<file path="src/rtl/threshold_stage_sequencer_macros.svh">
// Assertion macros shared by the threshold stage sequencer RTL.
`ifndef THRESHOLD_STAGE_SEQUENCER_MACROS_SVH
`define THRESHOLD_STAGE_SEQUENCER_MACROS_SVH

// Same-cycle implication, checked on every rising edge outside reset.
`define TSS_ASSERT_SAME(label, ante, cons) \
    label: assert property (@(posedge aclk) disable iff (!aresetn) (ante) |-> (cons)) \
        else $error("sequencer check failed");

// Next-cycle implication, checked on every rising edge outside reset.
`define TSS_ASSERT_NEXT(label, ante, cons) \
    label: assert property (@(posedge aclk) disable iff (!aresetn) (ante) |=> (cons)) \
        else $error("sequencer check failed");

`endif

</file>
<file path="src/rtl/tss_pkg.sv">
// Types and constants of the threshold stage sequencer.
`default_nettype none

package tss_pkg;

    // Port widths of the stream channels.
    localparam int S_TDATA_W = 184;
    localparam int S_TUSER_W = 2;
    localparam int M_TDATA_W = 72;

    // Width of the packed table words.
    localparam int TRG_W = 152;
    localparam int OUT_W = 64;

    // Milliseconds per second for the time trigger.
    localparam int MS_PER_S = 1000;

    // Operation codes carried in tuser.
    localparam logic [1:0] OP_LOAD     = 2'd0;
    localparam logic [1:0] OP_START    = 2'd1;
    localparam logic [1:0] OP_SAMPLE   = 2'd2;
    // Reserved code: changes nothing and only returns the status.
    localparam logic [1:0] OP_RESERVED = 2'd3;

    // Stage field codes of a load transaction.
    localparam logic [3:0] FLD_NUMBER    = 4'd0;
    localparam logic [3:0] FLD_SECONDS   = 4'd1;
    localparam logic [3:0] FLD_TEMP_THR  = 4'd2;
    localparam logic [3:0] FLD_OD_THR1   = 4'd3;
    localparam logic [3:0] FLD_OD_THR6   = 4'd8;
    localparam logic [3:0] FLD_TEMP_GOAL = 4'd9;
    localparam logic [3:0] FLD_SENSOR    = 4'd10;
    localparam logic [3:0] FLD_OD_GOAL   = 4'd11;
    localparam logic [3:0] FLD_DRIFT     = 4'd12;
    localparam logic [3:0] FLD_NEXT      = 4'd13;

    typedef enum logic [2:0] {
        ST_IDLE,
        ST_DISPATCH,
        ST_LD_WR,
        ST_SC_RD,
        ST_SC_EV,
        ST_FIN_RD,
        ST_FIN_OUT
    } state_t;

    // Commands from the controller to the datapath.
    typedef struct packed {
        logic capture;
        logic ld_rd;
        logic ld_wr;
        logic setup;
        logic sc_rd;
        logic sc_ev;
        logic fin_rd;
        logic out_load;
        logic latch_in;
    } cmd_t;

    // Status from the datapath to the controller.
    typedef struct packed {
        logic [1:0] op;
        logic       n_zero;
        logic       last;
        logic       fire;
        logic       out_free;
    } sts_t;

endpackage

`default_nettype wire

</file>
<file path="src/rtl/tss_ram.sv">
// Generic single-write, single-read RAM with registered read data.
`default_nettype none

module tss_ram #(
    parameter int WIDTH = 8,
    parameter int DEPTH = 8
) (
    input  wire logic                                   aclk,
    input  wire logic                                   we,
    input  wire logic [(DEPTH > 1 ? $clog2(DEPTH) : 1)-1:0] waddr,
    input  wire logic [WIDTH-1:0]                       wdata,
    input  wire logic                                   re,
    input  wire logic [(DEPTH > 1 ? $clog2(DEPTH) : 1)-1:0] raddr,
    output logic      [WIDTH-1:0]                       rdata
);

    logic [WIDTH-1:0] mem_reg [DEPTH];
    logic [WIDTH-1:0] rdata_reg;

    // Write port and registered read port.
    always_ff @(posedge aclk) begin
        if (we) begin
            mem_reg[waddr] <= wdata;
        end
        if (re) begin
            rdata_reg <= mem_reg[raddr];
        end
    end

    assign rdata = rdata_reg;

endmodule

`default_nettype wire

</file>
<file path="src/rtl/tss_ctrl.sv">
// Controller state machine of the threshold stage sequencer.
`default_nettype none

module tss_ctrl
    import tss_pkg::*;
(
    input  wire logic aclk,
    input  wire logic aresetn,
    input  wire logic s_tvalid,
    output logic      s_tready,
    input  wire sts_t sts,
    output cmd_t      cmd
);

    state_t state_reg, state_next;

    // State register.
    always_ff @(posedge aclk) begin
        if (!aresetn) begin
            state_reg <= ST_IDLE;
        end else begin
            state_reg <= state_next;
        end
    end

    // Next state and commands.
    always_comb begin
        state_next = state_reg;
        cmd        = '0;
        s_tready   = 1'b0;
        case (state_reg)
            ST_IDLE: begin
                s_tready = 1'b1;
                if (s_tvalid) begin
                    cmd.capture = 1'b1;
                    state_next  = ST_DISPATCH;
                end
            end
            ST_DISPATCH: begin
                case (sts.op)
                    OP_LOAD: begin
                        cmd.ld_rd  = 1'b1;
                        state_next = ST_LD_WR;
                    end
                    OP_START: begin
                        cmd.latch_in = 1'b1;
                        state_next   = ST_FIN_RD;
                    end
                    OP_SAMPLE: begin
                        cmd.setup  = 1'b1;
                        state_next = sts.n_zero ? ST_FIN_RD : ST_SC_RD;
                    end
                    default: begin
                        state_next = ST_FIN_RD;
                    end
                endcase
            end
            ST_LD_WR: begin
                cmd.ld_wr  = 1'b1;
                state_next = ST_FIN_RD;
            end
            ST_SC_RD: begin
                cmd.sc_rd  = 1'b1;
                state_next = ST_SC_EV;
            end
            ST_SC_EV: begin
                cmd.sc_ev  = 1'b1;
                state_next = (sts.fire || sts.last) ? ST_FIN_RD : ST_SC_RD;
            end
            ST_FIN_RD: begin
                cmd.fin_rd = 1'b1;
                state_next = ST_FIN_OUT;
            end
            ST_FIN_OUT: begin
                if (sts.out_free) begin
                    cmd.out_load = 1'b1;
                    state_next   = ST_IDLE;
                end
            end
            default: begin
                state_next = ST_IDLE;
            end
        endcase
    end

endmodule

`default_nettype wire

</file>
<file path="src/rtl/tss_datapath.sv">
// Datapath of the threshold stage sequencer: stage table, latches, scan and output.
`default_nettype none

module tss_datapath
    import tss_pkg::*;
#(
    parameter int STAGES = 8
) (
    input  wire logic                 aclk,
    input  wire logic                 aresetn,
    input  wire logic [S_TDATA_W-1:0] s_tdata,
    input  wire logic [S_TUSER_W-1:0] s_tuser,
    output logic                      m_tvalid,
    input  wire logic                 m_tready,
    output logic      [M_TDATA_W-1:0] m_tdata,
    input  wire logic                 cfg_we,
    input  wire logic [3:0]           cfg_wdata,
    input  wire cmd_t                 cmd,
    output sts_t                      sts
);

    localparam int IDX_W = (STAGES > 1) ? $clog2(STAGES) : 1;
    localparam int CNT_W = $clog2(STAGES + 1);
    localparam int LIM_W = 42;

    // Threshold crossing strictly since the latch.
    function automatic logic crossed(input logic [15:0] thr, input logic [15:0] now_v,
                                     input logic [15:0] then_v);
        crossed = ((now_v < thr) && (then_v > thr)) || ((now_v > thr) && (then_v < thr));
    endfunction

    // Captured input transaction.
    logic [S_TDATA_W-1:0] in_data_reg;
    logic [1:0]           in_op_reg;
    logic [2:0]           f_idx;
    logic [3:0]           f_field;
    logic [31:0]          f_value;
    logic [31:0]          f_now;
    logic [15:0]          f_temp;
    logic [15:0]          f_od [6];

    always_ff @(posedge aclk) begin
        if (cmd.capture) begin
            in_data_reg <= s_tdata;
            in_op_reg   <= s_tuser;
        end
    end

    assign f_idx   = in_data_reg[2:0];
    assign f_field = in_data_reg[6:3];
    assign f_value = in_data_reg[38:7];
    assign f_now   = in_data_reg[70:39];
    assign f_temp  = in_data_reg[86:71];
    always_comb begin
        for (int k = 0; k < 6; k++) begin
            f_od[k] = in_data_reg[87 + 16*k +: 16];
        end
    end

    // Control state: count register, active stage, latches, scan counter.
    logic [3:0]       stage_count_reg;
    logic [IDX_W-1:0] active_reg;
    logic [31:0]      start_ms_reg;
    logic [15:0]      lat_temp_reg;
    logic [15:0]      lat_od_reg [6];
    logic [31:0]      elapsed_reg;
    logic [CNT_W-1:0] n_reg;
    logic [CNT_W-1:0] scan_reg;
    logic             changed_reg;
    logic             fire;
    logic             do_latch;
    logic [IDX_W-1:0] idx_addr;
    logic [IDX_W-1:0] scan_addr;
    logic             in_range;

    assign idx_addr  = IDX_W'(f_idx);
    assign scan_addr = scan_reg[IDX_W-1:0];
    assign in_range  = 32'(f_idx) < STAGES;
    assign do_latch  = cmd.latch_in || (cmd.sc_ev && fire);

    always_ff @(posedge aclk) begin
        if (!aresetn) begin
            stage_count_reg <= '0;
            active_reg      <= '0;
            start_ms_reg    <= '0;
            lat_temp_reg    <= '0;
            for (int k = 0; k < 6; k++) begin
                lat_od_reg[k] <= '0;
            end
            changed_reg     <= 1'b0;
            scan_reg        <= '0;
            n_reg           <= '0;
        end else begin
            if (cfg_we) begin
                stage_count_reg <= cfg_wdata;
            end
            if (cmd.capture) begin
                changed_reg <= 1'b0;
            end
            if (cmd.setup) begin
                scan_reg <= '0;
                n_reg    <= (32'(stage_count_reg) > STAGES) ? CNT_W'(STAGES)
                                                            : CNT_W'(stage_count_reg);
            end
            if (cmd.sc_ev) begin
                if (fire) begin
                    active_reg  <= scan_addr;
                    changed_reg <= 1'b1;
                end else begin
                    scan_reg <= scan_reg + 1'b1;
                end
            end
            if (do_latch) begin
                start_ms_reg <= f_now;
                lat_temp_reg <= f_temp;
                for (int k = 0; k < 6; k++) begin
                    lat_od_reg[k] <= f_od[k];
                end
            end
        end
    end

    // Elapsed time of the sample, modulo 2^32.
    always_ff @(posedge aclk) begin
        if (cmd.setup) begin
            elapsed_reg <= f_now - start_ms_reg;
        end
    end

    // Stage table: trigger words and output words, each with per-entry valid bits.
    logic              trg_re, out_re, trg_we, out_we;
    logic [IDX_W-1:0]  trg_raddr, out_raddr;
    logic [TRG_W-1:0]  trg_rdata, trg_old, trg_new;
    logic [OUT_W-1:0]  out_rdata, out_old, out_new;
    logic [STAGES-1:0] trg_vld_reg, out_vld_reg;
    logic              trg_rv_reg, out_rv_reg;

    assign trg_re    = cmd.ld_rd || cmd.sc_rd;
    assign trg_raddr = cmd.ld_rd ? idx_addr : scan_addr;
    assign out_re    = cmd.ld_rd || cmd.setup || cmd.fin_rd;
    assign out_raddr = cmd.ld_rd ? idx_addr : active_reg;
    assign trg_we    = cmd.ld_wr && in_range && (f_field <= FLD_OD_THR6);
    assign out_we    = cmd.ld_wr && in_range && (f_field >= FLD_TEMP_GOAL)
                       && (f_field <= FLD_NEXT);

    tss_ram #(.WIDTH(TRG_W), .DEPTH(STAGES)) u_trg_ram (
        .aclk  (aclk),
        .we    (trg_we),
        .waddr (idx_addr),
        .wdata (trg_new),
        .re    (trg_re),
        .raddr (trg_raddr),
        .rdata (trg_rdata)
    );

    tss_ram #(.WIDTH(OUT_W), .DEPTH(STAGES)) u_out_ram (
        .aclk  (aclk),
        .we    (out_we),
        .waddr (idx_addr),
        .wdata (out_new),
        .re    (out_re),
        .raddr (out_raddr),
        .rdata (out_rdata)
    );

    // Valid bits: an entry never written reads as zero.
    always_ff @(posedge aclk) begin
        if (!aresetn) begin
            trg_vld_reg <= '0;
            out_vld_reg <= '0;
        end else begin
            if (trg_we) begin
                trg_vld_reg[idx_addr] <= 1'b1;
            end
            if (out_we) begin
                out_vld_reg[idx_addr] <= 1'b1;
            end
        end
    end

    always_ff @(posedge aclk) begin
        if (trg_re) begin
            trg_rv_reg <= trg_vld_reg[trg_raddr];
        end
        if (out_re) begin
            out_rv_reg <= out_vld_reg[out_raddr];
        end
    end

    assign trg_old = trg_rv_reg ? trg_rdata : '0;
    assign out_old = out_rv_reg ? out_rdata : '0;

    // Merge one loaded field into the word read back from the table.
    always_comb begin
        trg_new = trg_old;
        out_new = out_old;
        case (f_field)
            FLD_NUMBER:    trg_new[7:0]   = f_value[7:0];
            FLD_SECONDS:   trg_new[39:8]  = f_value;
            FLD_TEMP_THR:  trg_new[55:40] = f_value[15:0];
            FLD_TEMP_GOAL: out_new[15:0]  = f_value[15:0];
            FLD_SENSOR:    out_new[23:16] = f_value[7:0];
            FLD_OD_GOAL:   out_new[39:24] = f_value[15:0];
            FLD_DRIFT:     out_new[55:40] = f_value[15:0];
            FLD_NEXT:      out_new[63:56] = f_value[7:0];
            default: begin
                for (int k = 0; k < 6; k++) begin
                    if (f_field == FLD_OD_THR1 + 4'(k)) begin
                        trg_new[56 + 16*k +: 16] = f_value[15:0];
                    end
                end
            end
        endcase
    end

    // Trigger evaluation of the scanned entry.
    logic [LIM_W-1:0] limit;
    logic             any_cross;

    assign limit = LIM_W'(trg_old[39:8]) * LIM_W'(MS_PER_S);

    always_comb begin
        any_cross = crossed(trg_old[55:40], f_temp, lat_temp_reg);
        for (int k = 0; k < 6; k++) begin
            any_cross = any_cross || crossed(trg_old[56 + 16*k +: 16], f_od[k], lat_od_reg[k]);
        end
    end

    // Fires on a number match if elapsed time > duration or a threshold is crossed.
    assign fire = (trg_old[7:0] == out_old[63:56])
                  && ((LIM_W'(elapsed_reg) > limit) || any_cross);

    // Output register.
    logic                 out_valid_reg;
    logic [M_TDATA_W-1:0] out_data_reg;

    always_ff @(posedge aclk) begin
        if (!aresetn) begin
            out_valid_reg <= 1'b0;
        end else if (cmd.out_load) begin
            out_valid_reg <= 1'b1;
        end else if (m_tready) begin
            out_valid_reg <= 1'b0;
        end
    end

    always_ff @(posedge aclk) begin
        if (cmd.out_load) begin
            out_data_reg <= {4'd0, out_old, 3'(active_reg), changed_reg};
        end
    end

    assign m_tvalid = out_valid_reg;
    assign m_tdata  = out_data_reg;

    // Status back to the controller.
    assign sts.op       = in_op_reg;
    assign sts.n_zero   = (stage_count_reg == 4'd0);
    assign sts.last     = ({1'b0, scan_reg} + 1'b1) == {1'b0, n_reg};
    assign sts.fire     = fire;
    assign sts.out_free = !out_valid_reg || m_tready;

endmodule

`default_nettype wire

</file>
<file path="src/rtl/threshold_stage_sequencer.sv">
// Top level of the threshold stage sequencer.
//
// Channel   Direction  Handshake            Contents
// s_        in         s_tvalid/s_tready    one load, start or sample transaction
// m_        out        m_tvalid/m_tready    one status result per transaction
// cfg_      in         cfg_we               stage_count register
//
// After acceptance a load passes through ST_DISPATCH, ST_LD_WR, ST_FIN_RD and
// ST_FIN_OUT; a start or unknown op skips ST_LD_WR; a sample scans n stages,
// where n is the number scanned before a trigger fires (at most the smaller of
// stage_count and STAGES), each in a table read state and an evaluation state on the single read port.
// Reset is synchronous and active low and clears the table at once through
// valid bits. A held result in the output register does not block acceptance;
// the next result waits in ST_FIN_OUT until m_tready frees the register.
`default_nettype none
`include "threshold_stage_sequencer_macros.svh"

module threshold_stage_sequencer
    import tss_pkg::*;
#(
    parameter int STAGES = 8
) (
    input  wire logic                 aclk,
    input  wire logic                 aresetn,
    // s_tdata: stage_index, field_select, load_value, now_ms, temp_reading,
    // od_reading_1 .. od_reading_6
    input  wire logic [S_TDATA_W-1:0] s_tdata,
    // s_tuser: op
    input  wire logic [S_TUSER_W-1:0] s_tuser,
    input  wire logic                 s_tvalid,
    output logic                      s_tready,
    // m_tdata: stage_changed, current_stage, temp_target, od_sensor_choice,
    // od_target, od_drift, next_stage_number
    output logic      [M_TDATA_W-1:0] m_tdata,
    output logic                      m_tvalid,
    input  wire logic                 m_tready,
    input  wire logic                 cfg_we,
    input  wire logic [3:0]           cfg_wdata
);

    cmd_t cmd;
    sts_t sts;

    tss_ctrl u_ctrl (
        .aclk     (aclk),
        .aresetn  (aresetn),
        .s_tvalid (s_tvalid),
        .s_tready (s_tready),
        .sts      (sts),
        .cmd      (cmd)
    );

    tss_datapath #(.STAGES(STAGES)) u_dp (
        .aclk      (aclk),
        .aresetn   (aresetn),
        .s_tdata   (s_tdata),
        .s_tuser   (s_tuser),
        .m_tvalid  (m_tvalid),
        .m_tready  (m_tready),
        .m_tdata   (m_tdata),
        .cfg_we    (cfg_we),
        .cfg_wdata (cfg_wdata),
        .cmd       (cmd),
        .sts       (sts)
    );

    // One transaction at a time: no acceptance right after one.
    `TSS_ASSERT_NEXT(a_one_at_a_time, s_tvalid && s_tready, !s_tready)
    // A result is never loaded over one that is still waiting.
    `TSS_ASSERT_SAME(a_no_overwrite, cmd.out_load, !m_tvalid || m_tready)
    // A firing stage ends the scan.
    `TSS_ASSERT_NEXT(a_fire_ends_scan, cmd.sc_ev && sts.fire, cmd.fin_rd)

endmodule

`default_nettype wire

</file>
<file path="config.mk">
export PLATFORM = sky130hd
export DESIGN_NAME = threshold_stage_sequencer
export DESIGN_NICKNAME = d
export VERILOG_FILES = /design/src/rtl/tss_pkg.sv /design/src/rtl/tss_ram.sv /design/src/rtl/tss_ctrl.sv /design/src/rtl/tss_datapath.sv /design/src/rtl/threshold_stage_sequencer.sv
export VERILOG_INCLUDE_DIRS = /design/src /design/src/rtl
export SDC_FILE = /design/constraint.sdc
export NUM_CORES = 2
export LEC_CHECK = 0
export ABC_AREA = 1
export BUFFER_PORTS_ARGS = -buffer_cell sky130_fd_sc_hd__buf_2
export CAP_MARGIN = 20
export CORE_MARGIN = 2
export CORE_UTILIZATION = 40
export CTS_CLUSTER_DIAMETER = 120
export CTS_CLUSTER_SIZE = 25
export DETAILED_ROUTE_END_ITERATION = 8
export SLEW_MARGIN = 20
export SYNTH_ARGS = -nofsm -noshare
export SYNTH_HDL_FRONTEND = slang
export SYNTH_HIERARCHICAL = 1
export SYNTH_SLANG_ARGS = --single-unit
</file>
<file path="constraint.sdc">
create_clock -name aclk -period 11.17 [get_ports aclk]
set_input_delay 2.7925 -clock aclk [delete_from_list [all_inputs] [get_ports aclk]]
set_output_delay 2.7925 -clock aclk [all_outputs]
set_load 0.005 [all_outputs]
</file>
==> impl_metrics.env <==
export IMPL_h_tree_depth=3
export IMPL_setup_viol=0
export IMPL_yosysUniqueCellTypes=53
export IMPL_cts_sinks=2411
export IMPL_avgRoutedWirePerCell_um=18.7
export IMPL_syn_inst=11600
export IMPL_grt_max_degree=201
export IMPL_pwr_share_seq_pct=46.0
export IMPL_finalHoldWorstSlack_ns=0.444
export IMPL_die_h_um=539
export IMPL_final_net_count=12300
export IMPL_p_sw_share_pct=36.2
export IMPL_regToRegSetupSlack_ns=2.11
export IMPL_insertion_delay_ns=0.82
export IMPL_maxCapViolCount=0
export IMPL_num_vias=74600
export IMPL_ys_warnings_count=6
export IMPL_hold_class="flop to flop"
export IMPL_post_cts_buffers=0
export IMPL_grt_pass1_vias=69900
export IMPL_final_cells=15500
export IMPL_worst_path_most_repeated_cell="nand2_1"
export IMPL_crit_fanout=101
export IMPL_timing_rr_end="u_dp/lat_od_reg[3][8]"
export IMPL_fin_crit_ns=9.06
export IMPL_io_pin_count=269
export IMPL_synth_flop_cell="edfxtp_1"
export IMPL_clock_path_buffers=3
export IMPL_relSlewSlack_pct=19.9
export IMPL_vdd_drop_max_mv=0.185
export IMPL_ctsResizeCount=0
export IMPL_cts_made_buffers=109
export IMPL_cts_tree="done"
export IMPL_place_congestion=0.847
export IMPL_clkPwrFrac_pct=19.6
export IMPL_hold_violations=0
export IMPL_dieArea_um2=291000
export IMPL_drt_initial_drc_count=6288
export IMPL_clkTransAtPathRegs_ns=0.10
export IMPL_critical_path_buf_inv_count=7
export IMPL_path_class="flop to flop"
export IMPL_routed_wl_mm=289
export IMPL_postRouteAntennaNets=0
export IMPL_cp_slowest_cell="nand2_2"
export IMPL_internal_power_mw=15.3
export IMPL_async_flop_share_pct=0
export IMPL_synth_area_leaders="edfxtp_1 61%, nand2_1 12%, inv_1 7.6%"
export IMPL_pwr_share_comb_pct=34.4
export IMPL_rsz0062_at_grt="no"
export IMPL_final_common_cell="nand2_1"
export IMPL_drtPass1Iterations=6
export IMPL_most_common_layout_cells="3738 x nand2_1, 2327 x edfxtp_1, 2321 x inv_1"
export IMPL_portBuffers=263
export IMPL_dp_cells=15300
export IMPL_place_hpwl_mm=161
export IMPL_rows=196
export IMPL_post_route_drc_count=0
export IMPL_reg2reg_depth=38
export IMPL_start_kind="flop"
export IMPL_p_per_area_nw_per_um2=196
export IMPL_grt_usage_pct=19.5
export IMPL_fin_setup_tns_ns=0
export IMPL_initial_utilization_pct=40.2
export IMPL_syn_area_per_cell_um2=9.87
export IMPL_finClkSkew_ns=0.0575
export IMPL_hold_buffers=0
export IMPL_die_width_um=539
export IMPL_antenna_found_initial=13
export IMPL_cpLargestDelayFamily="simple AND/OR/NAND/NOR gates"
export IMPL_area_delta_synth_final_pct=7.08
export IMPL_coreArea_um2=285000
export IMPL_period_share_pct=81.1
export IMPL_required_ns=11.78
export IMPL_fmax_ghz=0.110
export IMPL_ys_ff_latch=2411
export IMPL_root_buffer="clkbuf_16"
export IMPL_drive_above_1_share_pct=5.05
export IMPL_synthesis_area_um2=115000
export IMPL_grt_overflow_total=0
export IMPL_status="finished, final reports clean"
export IMPL_cp_end_kind="flop"
export IMPL_yosysSeqAreaShare_pct=62.4
export IMPL_tightest_slew_ns=1.20
export IMPL_hold_path_cell_count=0
export IMPL_largest_reg_flops=1216
export IMPL_hold_path_end="u_dp/m_tdata[0]"
export IMPL_synth_top_area_share_pct=60.9
export IMPL_cp_arrival_ns=9.66
export IMPL_critPathMaxStageDelay_ns=0.60
export IMPL_min_from="u_dp/changed_reg"
export IMPL_slew_violations=0
export IMPL_grt_pass1_wl_mm=434
export IMPL_timing_rr_start="u_dp/trg_rv_reg"
export IMPL_vias_per_cell=4.82
export IMPL_leakage_nw=54.7
export IMPL_switchingPower_mw=8.69
export IMPL_synth_edf_count=2327
export IMPL_yosysTopAreaCell="edfxtp_1"
## cell families (layout without fill, tap and decap cells)
group,after synthesis,after routing,share of synthesized area [%]
AOI/OAI and AO/OA,589,589,2.75
xor gates and xnor gates,84,84,0.642
adders and majority gates,462,462,5.72
buffers and inverters,2794,2881,9.67
DFF,2411,2411,62.4
other,1,11,0.00327
and+or+nand+nor,5279,5279,18.8
## cell usage after synthesis, types with 19 or more instances
master       n
ha_1       359
nor2_2      34
fa_1       103
o21ai_0    153
a21oi_1    351
edfxtp_1  2327
nand4_1     63
xor2_1      47
buf_4       39
clkbuf_1   131
nor2_1     369
xnor2_1     37
nor3_1      29
buf_1       41
o21a_1      19
nand2_1   3741
nand3_1    983
inv_1     2328
buf_2      222
dfxtp_1     84
buf_6       22
## worst max path at each step
stage	startpoint	slack (ns)	endpoint	depth (start not counted)
2_1_floorplan	u_dp/trg_rv_reg	1.86	u_dp/lat_od_reg[0][0]	32
3_3_place_gp	u_dp/trg_rv_reg	2.27	u_dp/lat_od_reg[3][10]	38
3_5_place_dp	u_dp/trg_rv_reg	2.12	u_dp/lat_od_reg[3][8]	38
4_1_cts	u_dp/trg_rv_reg	2.03	u_dp/lat_od_reg[3][8]	38
5_1_grt	u_dp/trg_rv_reg	1.35	u_dp/lat_od_reg[3][3]	38
6_report	u_dp/trg_rv_reg	2.11	u_dp/lat_od_reg[3][8]	38
## power by group through the flow
stage | clock network [mW] | logic (mW) | registers [mW]
after floorplan | 0 | 6.02 | 11.2
after global placement | 0 | 8.23 | 11.2
after detailed placement | 0 | 8.30 | 11.3
after CTS | 4.84 | 8.34 | 11.0
after global routing | 5.12 | 9.47 | 11.1
final | 4.71 | 8.27 | 11.0
## worst reg2reg max path: cells and delay by family, from the launching register on
| kind | cells | cell delay, ns |
|---|---|---|
| AND/OR/NAND/NOR | 23 | 4.51 |
| adder cells (fa/ha/maj) | 6 | 2.46 |
| buffers and inverters | 7 | 1.30 |
| flip-flops | 1 | 0.39 |
| XOR/XNOR | 1 | 0.12 |
| AO/OA/AOI/OAI | 1 | 0.06 |
## per-layer routing
layer	GRT usage [%]	share of wire [%]
met1	26.4	44
met2	32.9	47
met3	1.94	5.3
met4	6.46	3.5
met5	0	0
## per-stage QoR
stage | power, mW | setup slack (ns) | area (um^2) | utilization (%)
2_1_floorplan | 17.2 | 1.86 | 115000 | -
3_3_place_gp | 19.5 | 2.27 | 120000 | 41.9
3_5_place_dp | 19.5 | 2.12 | 120000 | 41.9
4_1_cts | 24.2 | 2.03 | 123000 | 43.0
5_1_grt | 25.7 | 1.35 | 123000 | 43.0
6_report | 24.0 | 2.11 | 123000 | 43.0
## layout make-up
type                       instances  area (um^2)
antenna                            7         17.5
clock inverter                    14          195
multi-input combinational       6418        32200
clock buffer                     163         2980
timing repair buffer             367         2250
fill                           26900       162000
tap                             3762         4710
inverter                        2337         8830
sequential                      2411        71600
No activity file was read; power rests on OpenSTA's default activity.
